### config.mk
export PLATFORM = sky130hd
export DESIGN_NAME = ltc_timecode_frame_generator
export DESIGN_NICKNAME = d
export VERILOG_FILES = /design/src/ltc_pkg.sv /design/src/ltc_timecode_frame_generator.sv
export SDC_FILE = /design/constraint.sdc
export NUM_CORES = 1
export LEC_CHECK = 0
export BUFFER_PORTS_ARGS = -buffer_cell sky130_fd_sc_hd__buf_4
export CORE_MARGIN = 2
export CORE_UTILIZATION = 45
export DETAILED_ROUTE_END_ITERATION = 10
export PLACE_DENSITY = 0.68
export REMOVE_ABC_BUFFERS = 1
export SYNTH_ARGS = -nofsm -noshare
export SYNTH_HDL_FRONTEND = slang
export SYNTH_SLANG_ARGS = --single-unit
### constraint.sdc
create_clock -name i_clk -period 7.6 [get_ports i_clk]
set_clock_uncertainty 0.05 [all_clocks]
set_input_delay 0.76 -clock i_clk [delete_from_list [all_inputs] [get_ports i_clk]]
set_output_delay 0.76 -clock i_clk [all_outputs]
set_load 0.005 [all_outputs]
### src/ltc_pkg.sv
package ltc_pkg;

    // Command codes carried in the cmd field of an input item.
    localparam logic [1:0] CMD_NEXT = 2'd0;
    localparam logic [1:0] CMD_PREV = 2'd1;
    localparam logic [1:0] CMD_LOAD = 2'd2;

    // Configuration register indexes.
    localparam logic [1:0] REG_FRAME_RATE = 2'd0;
    localparam logic [1:0] REG_COLOR_FLAG = 2'd1;
    localparam logic [1:0] REG_CLOCK_FLAG = 2'd2;
    localparam logic [1:0] REG_DROP_FLAG  = 2'd3;

    localparam int unsigned CFG_DATA_W = 5;

    localparam logic [4:0]  FRAME_RATE_RESET = 5'd25;
    localparam logic [4:0]  PARITY_HIGH_RATE = 5'd25;
    localparam logic [15:0] SYNC_WORD        = 16'hBFFC;
    localparam logic [5:0]  LAST_SECOND      = 6'd59;
    localparam logic [5:0]  LAST_MINUTE      = 6'd59;
    localparam logic [4:0]  LAST_HOUR        = 5'd23;

    typedef struct packed {
        logic [1:0] cmd;
        logic [5:0] load_frames;
        logic [5:0] load_seconds;
        logic [5:0] load_minutes;
        logic [4:0] load_hours;
    } t_in_item;

    typedef struct packed {
        logic [63:0] frame_low;
        logic [15:0] frame_high;
        logic [4:0]  out_frames;
        logic [5:0]  out_seconds;
        logic [5:0]  out_minutes;
        logic [4:0]  out_hours;
    } t_out_item;

    // Binary to two BCD digits for values below 64: {tens[2:0], units[3:0]}.
    function automatic logic [6:0] bin_to_bcd(input logic [5:0] v);
        logic [2:0] t;
        logic [5:0] r;
        if (v >= 6'd60) begin
            t = 3'd6;
        end else if (v >= 6'd50) begin
            t = 3'd5;
        end else if (v >= 6'd40) begin
            t = 3'd4;
        end else if (v >= 6'd30) begin
            t = 3'd3;
        end else if (v >= 6'd20) begin
            t = 3'd2;
        end else if (v >= 6'd10) begin
            t = 3'd1;
        end else begin
            t = 3'd0;
        end
        // Ten times the tens digit is eight times plus two times.
        r = v - {t, 3'b000} - {2'b00, t, 1'b0};
        return {t, r[3:0]};
    endfunction

endpackage

### src/ltc_timecode_frame_generator.sv
// A result appears in the output register in the cycle after its input transfer.
// Throughput: one item per cycle unless stalled; the time counter and the frame encoder
// are a single combinational pass between the counter registers and the output register.
// Reset (synchronous, active low) clears the time to 00:00:00:00, empties the
// output register and restores the registers to rate 25, color 1, clock 0, drop 0.
module ltc_timecode_frame_generator (
    input  logic                            i_clk,
    input  logic                            i_rst_n,
    input  logic                            i_cfg_we,
    input  logic [1:0]                      i_cfg_idx,
    input  logic [ltc_pkg::CFG_DATA_W-1:0]  i_cfg_data,
    input  logic                            i_in_valid,
    output logic                            o_in_stall,
    input  ltc_pkg::t_in_item               i_in_data,
    output logic                            o_out_valid,
    input  logic                            i_out_stall,
    output ltc_pkg::t_out_item              o_out_data
);
    import ltc_pkg::*;

    // Configuration registers.
    logic [4:0] r_frame_rate;
    logic       r_color_flag;
    logic       r_clock_flag;
    logic       r_drop_flag;

    // Time counter.
    logic [4:0] r_frames;
    logic [5:0] r_seconds;
    logic [5:0] r_minutes;
    logic [4:0] r_hours;
    logic [4:0] n_frames;
    logic [5:0] n_seconds;
    logic [5:0] n_minutes;
    logic [4:0] n_hours;

    // Output register.
    logic       r_out_valid;
    t_out_item  r_out_data;
    t_out_item  n_out_data;

    logic       in_xfer;
    logic [4:0] frame_dec;
    logic [63:0] low;
    logic [6:0] bcd_f;
    logic [6:0] bcd_s;
    logic [6:0] bcd_m;
    logic [6:0] bcd_h;
    logic       parity;

    // The output register can take a new result whenever it is empty or its
    // current result leaves in this same cycle, so items flow back to back.
    assign o_in_stall = r_out_valid & i_out_stall;
    assign in_xfer    = i_in_valid & ~o_in_stall;

    always_ff @(posedge i_clk) begin
        if (!i_rst_n) begin
            r_frame_rate <= FRAME_RATE_RESET;
            r_color_flag <= 1'b1;
            r_clock_flag <= 1'b0;
            r_drop_flag  <= 1'b0;
        end else if (i_cfg_we) begin
            unique case (i_cfg_idx)
                REG_FRAME_RATE: r_frame_rate <= i_cfg_data[4:0];
                REG_COLOR_FLAG: r_color_flag <= i_cfg_data[0];
                REG_CLOCK_FLAG: r_clock_flag <= i_cfg_data[0];
                REG_DROP_FLAG:  r_drop_flag  <= i_cfg_data[0];
                default: ;
            endcase
        end
    end

    // Next time. A backward step from a nonzero frame still clamps to zero
    // when the rate was lowered below the current frame.
    assign frame_dec = r_frames - 5'd1;

    always_comb begin
        n_frames  = r_frames;
        n_seconds = r_seconds;
        n_minutes = r_minutes;
        n_hours   = r_hours;
        case (i_in_data.cmd)
            CMD_NEXT: begin
                if (({1'b0, r_frames} + 6'd1) < {1'b0, r_frame_rate}) begin
                    n_frames = r_frames + 5'd1;
                end else begin
                    n_frames = 5'd0;
                    if (r_seconds < LAST_SECOND) begin
                        n_seconds = r_seconds + 6'd1;
                    end else begin
                        n_seconds = 6'd0;
                        if (r_minutes < LAST_MINUTE) begin
                            n_minutes = r_minutes + 6'd1;
                        end else begin
                            n_minutes = 6'd0;
                            n_hours   = (r_hours < LAST_HOUR) ? r_hours + 5'd1 : 5'd0;
                        end
                    end
                end
            end
            CMD_PREV: begin
                if (r_frames != 5'd0) begin
                    n_frames = (frame_dec < r_frame_rate) ? frame_dec : 5'd0;
                end else begin
                    // Last frame of the second; a zero rate keeps frame zero.
                    n_frames = (r_frame_rate == 5'd0) ? 5'd0 : r_frame_rate - 5'd1;
                    if (r_seconds != 6'd0) begin
                        n_seconds = r_seconds - 6'd1;
                    end else begin
                        n_seconds = LAST_SECOND;
                        if (r_minutes != 6'd0) begin
                            n_minutes = r_minutes - 6'd1;
                        end else begin
                            n_minutes = LAST_MINUTE;
                            n_hours   = (r_hours != 5'd0) ? r_hours - 5'd1 : LAST_HOUR;
                        end
                    end
                end
            end
            CMD_LOAD: begin
                // Any out of range field loads as zero.
                n_frames  = (i_in_data.load_frames < {1'b0, r_frame_rate}) ?
                            i_in_data.load_frames[4:0] : 5'd0;
                n_seconds = (i_in_data.load_seconds < 6'd60) ? i_in_data.load_seconds : 6'd0;
                n_minutes = (i_in_data.load_minutes < 6'd60) ? i_in_data.load_minutes : 6'd0;
                n_hours   = (i_in_data.load_hours < 5'd24) ? i_in_data.load_hours : 5'd0;
            end
            default: ;  // The unused code leaves the time alone.
        endcase
    end

    // Frame assembly from the new time.
    assign bcd_f = bin_to_bcd({1'b0, n_frames});
    assign bcd_s = bin_to_bcd(n_seconds);
    assign bcd_m = bin_to_bcd(n_minutes);
    assign bcd_h = bin_to_bcd({1'b0, n_hours});

    always_comb begin
        low        = '0;
        low[3:0]   = bcd_f[3:0];
        low[9:8]   = bcd_f[5:4];
        low[10]    = r_drop_flag;
        low[11]    = r_color_flag;
        low[19:16] = bcd_s[3:0];
        low[26:24] = bcd_s[6:4];
        low[35:32] = bcd_m[3:0];
        low[42:40] = bcd_m[6:4];
        low[51:48] = bcd_h[3:0];
        low[57:56] = bcd_h[5:4];
        low[58]    = r_clock_flag;
        // The sync word carries an odd number of ones, so the parity bit is
        // set exactly when the rest of the low word holds an even number.
        parity = ~(^low);
        if (r_frame_rate == PARITY_HIGH_RATE) begin
            low[59] = parity;
        end else begin
            low[27] = parity;
        end
    end

    always_comb begin
        n_out_data.frame_low   = low;
        n_out_data.frame_high  = SYNC_WORD;
        n_out_data.out_frames  = n_frames;
        n_out_data.out_seconds = n_seconds;
        n_out_data.out_minutes = n_minutes;
        n_out_data.out_hours   = n_hours;
    end

    always_ff @(posedge i_clk) begin
        if (!i_rst_n) begin
            r_frames    <= 5'd0;
            r_seconds   <= 6'd0;
            r_minutes   <= 6'd0;
            r_hours     <= 5'd0;
            r_out_valid <= 1'b0;
        end else if (in_xfer) begin
            r_frames    <= n_frames;
            r_seconds   <= n_seconds;
            r_minutes   <= n_minutes;
            r_hours     <= n_hours;
            r_out_valid <= 1'b1;
        end else if (!i_out_stall) begin
            r_out_valid <= 1'b0;
        end
    end

    // The result payload needs no reset; it is only looked at while valid.
    always_ff @(posedge i_clk) begin
        if (in_xfer) begin
            r_out_data <= n_out_data;
        end
    end

    assign o_out_valid = r_out_valid;
    assign o_out_data  = r_out_data;

endmodule

==> impl_metrics.yaml <==
final_layout:
  stdcell_count: 974
  diodes: 0
  drive_gt1_share_pct: 18.01
  fin_area_mm2: 0.007327
  final_core_util_pct: 52.58
  syn2layout_area_growth_pct: 13.38
  final_cell_mix: "95 x buf_4, 58 x nor2_1, 56 x nand2_1"
  layout_commonest_cell: "buf_4"
  nets: 859
pwr:
  leakagePower_nw: 3.034
  total_power_mw: 1.945
  vdd_ir_drop_max_mv: 0.1852
  powerDensity_mw_per_mm2: 265.5
global_route:
  grt.total_usage_pct: 23.79
  grt_max_degree: 74
  antenna_found_initial: 0
  grt_pass1_vias: 5270
  grt-ovfl-total: 0
  grt_pass1_wl_um: 27740
routing:
  drtAntennaViolNets: 0
  dr_total_vias: 5741
  wire_per_inst_um: 18.26
  drt-total-wl_um: 17780
  drc_errors: 0
  dr.pass1.iters: 5
  vias_per_cell: 5.894
  drtIter0Drc: 623
critical_path:
  required_ns: 7.64
  timing.rr.end: "o_out_data[97]$_SDFFCE_PP0P_"
  crit_path_start_kind: "flop"
  critPathArrivalTime_ns: 6.61
  critPathKind: "flop to flop"
  end_kind: "flop"
  worst_r2r_path_depth: 23
  worstReg2RegStart: "r_frames[2]$_SDFFE_PN0P_"
  rrSetupSlack_ns: 1.04
  worstPathMaxFanout: 12
die:
  num_rows: 43
  design.portCount: 141
  die_w_um: 123.8
  coreArea_mm2: 0.01393
  die_h_um: 123.8
  dieArea_mm2: 0.01534
  initial_core_util_pct: 46.38
hold_path:
  min-delay-start: "r_clock_flag$_SDFFE_PN0P_"
  min_path_type: "flop to flop"
  hold_end: "o_out_data[96]$_DFFE_PP_"
  min_path_cells: 0
timing:
  setup_slack_ns: 1.035
  clock.fmax_ghz: 0.1523
  timing.hold.ws_ns: 0.4513
  slew-limit-headroom_pct: 30.39
  rsz0062_at_grt: "no"
  min_period_ns: 6.565
  max_slew.worst_pin.slew_ns: 1.041
  finalSetupTns_ns: 0
  drv_slew: 0
  hold_viol: 0
  fin_crit_sh_pct: 86.38
  setup_viol_count_final: 0
run_status:
  status: "finished clean"
synthesis:
  netlist-cell-type-count: 93
  synth-xor-area-share_pct: 6.389
  synth_top_family_by_area: "compound AO/OA/AOI/OAI gates"
  synth_simple_gate_area_share_pct: 16.65
  ys_ff_latch: 82
  yosysWarnings: 0
  synthArstFlopShare_pct: 0
  synth_ff_type: "edfxtp_1"
  postSynthCellCount: 725
  syn_area_mm2: 0.006462
  yosysSeqAreaShare_pct: 33.30
  synthMuxAreaShare_pct: 1.878
  synthAdderAreaFrac_pct: 7.009
  synth_edf_count: 51
  synth_compound_area_share_pct: 23.45
  syn_area_per_cell_um2: 8.914
clocking:
  cts_root_buf: "clkbuf_16"
  cts_hold_buf: 0
  cts_tree: "yes"
  clock_path_buffers: 2
  clkSinkCount: 82
  clkTransAtPathRegs_ns: 0.06
  h-tree-depth: 3
  cts_resized: 0
  cts_made_buffers: 9
  clock_latency_ns: 0.35
  postCtsSetupRepairBufs: 0
placement:
  place_area_mm2: 0.007018
  placed_cells: 958
  routabilityCongestion: 0.9360
  place_ws_ns: 1.172
  dp_hpwl_um: 12910
  port_buffers: 91
run:
  max-cap-violations: 0
[cell type report]
cell class / count / area (um^2)
clock buffer: 10 / 229.0
clock inverter: 6 / 80.08
fill: 1318 / 6608
inverter: 44 / 165.2
multi-input combinational: 557 / 3762
sequential: 82 / 2152
tap: 180 / 225.2
timing repair buffer: 95 / 713.2
[routing by layer]
| metal | global-route usage, % | up-vias | wire length, um |
|---|---|---|---|
| li1 | - | 2715 | - |
| met1 | 29.88 | 2688 | 7371 |
| met2 | 38.70 | 294 | 8338 |
| met3 | 4.625 | 44 | 1441 |
| met4 | 12.50 | 0 | 631 |
| met5 | 0 | - | 0 |
[worst max path at each step]
stage | startpoint | slack, ns | cells past startpoint | endpoint
finish | r_frames[2]$_SDFFE_PN0P_ | 1.04 | 23 | o_out_data[97]$_SDFFCE_PP0P_
global placement | r_frames[2]$_SDFFE_PN0P_ | 1.33 | 23 | o_out_data[97]$_SDFFCE_PP0P_
floorplan | r_frames[2]$_SDFFE_PN0P_ | 2.04 | 24 | o_out_data[65]$_SDFFCE_PN0P_
detailed placement | r_frames[2]$_SDFFE_PN0P_ | 1.17 | 24 | o_out_data[97]$_SDFFCE_PP0P_
CTS | r_frames[2]$_SDFFE_PN0P_ | 1.14 | 23 | o_out_data[97]$_SDFFCE_PP0P_
global route | r_frames[2]$_SDFFE_PN0P_ | 0.65 | 23 | o_out_data[65]$_SDFFCE_PN0P_
[synth_stat cells, types with 9 or more instances]
| master | instances | share of area, % |
|---|---|---|
| a211oi_1 | 20 | 2.3 |
| a21oi_1 | 43 | 3.3 |
| a31oi_1 | 9 | 0.87 |
| buf_2 | 12 | 0.93 |
| buf_4 | 52 | 6.0 |
| clkbuf_1 | 20 | 1.2 |
| dfxtp_1 | 31 | 9.6 |
| edfxtp_1 | 51 | 24 |
| ha_1 | 33 | 6.4 |
| inv_1 | 38 | 2.2 |
| mux2i_1 | 11 | 1.7 |
| nand2_1 | 56 | 3.3 |
| nand3_1 | 30 | 2.3 |
| nor2_1 | 58 | 3.4 |
| nor3_1 | 10 | 0.77 |
| o21ai_0 | 32 | 2.5 |
| xnor2_1 | 33 | 4.5 |
[cells by family (layout without fill, tap and decap cells)]
kind of cell,Yosys count,in the layout
AND/OR/NAND/NOR,211,211
AO/OA/AOI/OAI,205,205
buffers and inverters,133,155
flip-flops,82,82
XOR/XNOR,43,43
adder cells (fa/ha/maj),37,37
multiplexers,12,12
other,2,49
[report_power, final]
part / switching, mW / leakage, nW / internal (mW)
registers: 0.0414 / 0.760 / 0.565
logic: 0.453 / 2.12 / 0.424
clock network: 0.177 / 0.150 / 0.286
[critical path: stages, from the launching register on]
cell and delay, ns:
dfxtp_1 0.61, nand3_1 0.16, xnor2_1 0.23, ha_1 0.31, a21o_1 0.24, a221oi_4 0.54
a21oi_1 0.23, a32o_1 0.31, a21oi_1 0.65, nand2_1 0.18, a21boi_1 0.19, a211oi_1 0.35
ha_1 0.34, xor2_1 0.19, xnor2_1 0.23, xnor2_1 0.16, xnor2_1 0.16, xnor2_1 0.10
xnor2_1 0.24, xnor2_1 0.11, xnor2_1 0.22, xnor3_1 0.25, xor3_1 0.22, nor2_1 0.05
[state kept, by name, indices dropped and copies added, names as in the netlist]
register / flops
r_minutes: 6
r_frame_rate: 5
o_out_data: 51
r_color_flag: 1
r_clock_flag: 1
r_hours: 5
r_frames: 5
o_out_valid: 1
r_drop_flag: 1
r_seconds: 6
Note: power is estimated with default switching activity, not from simulation.
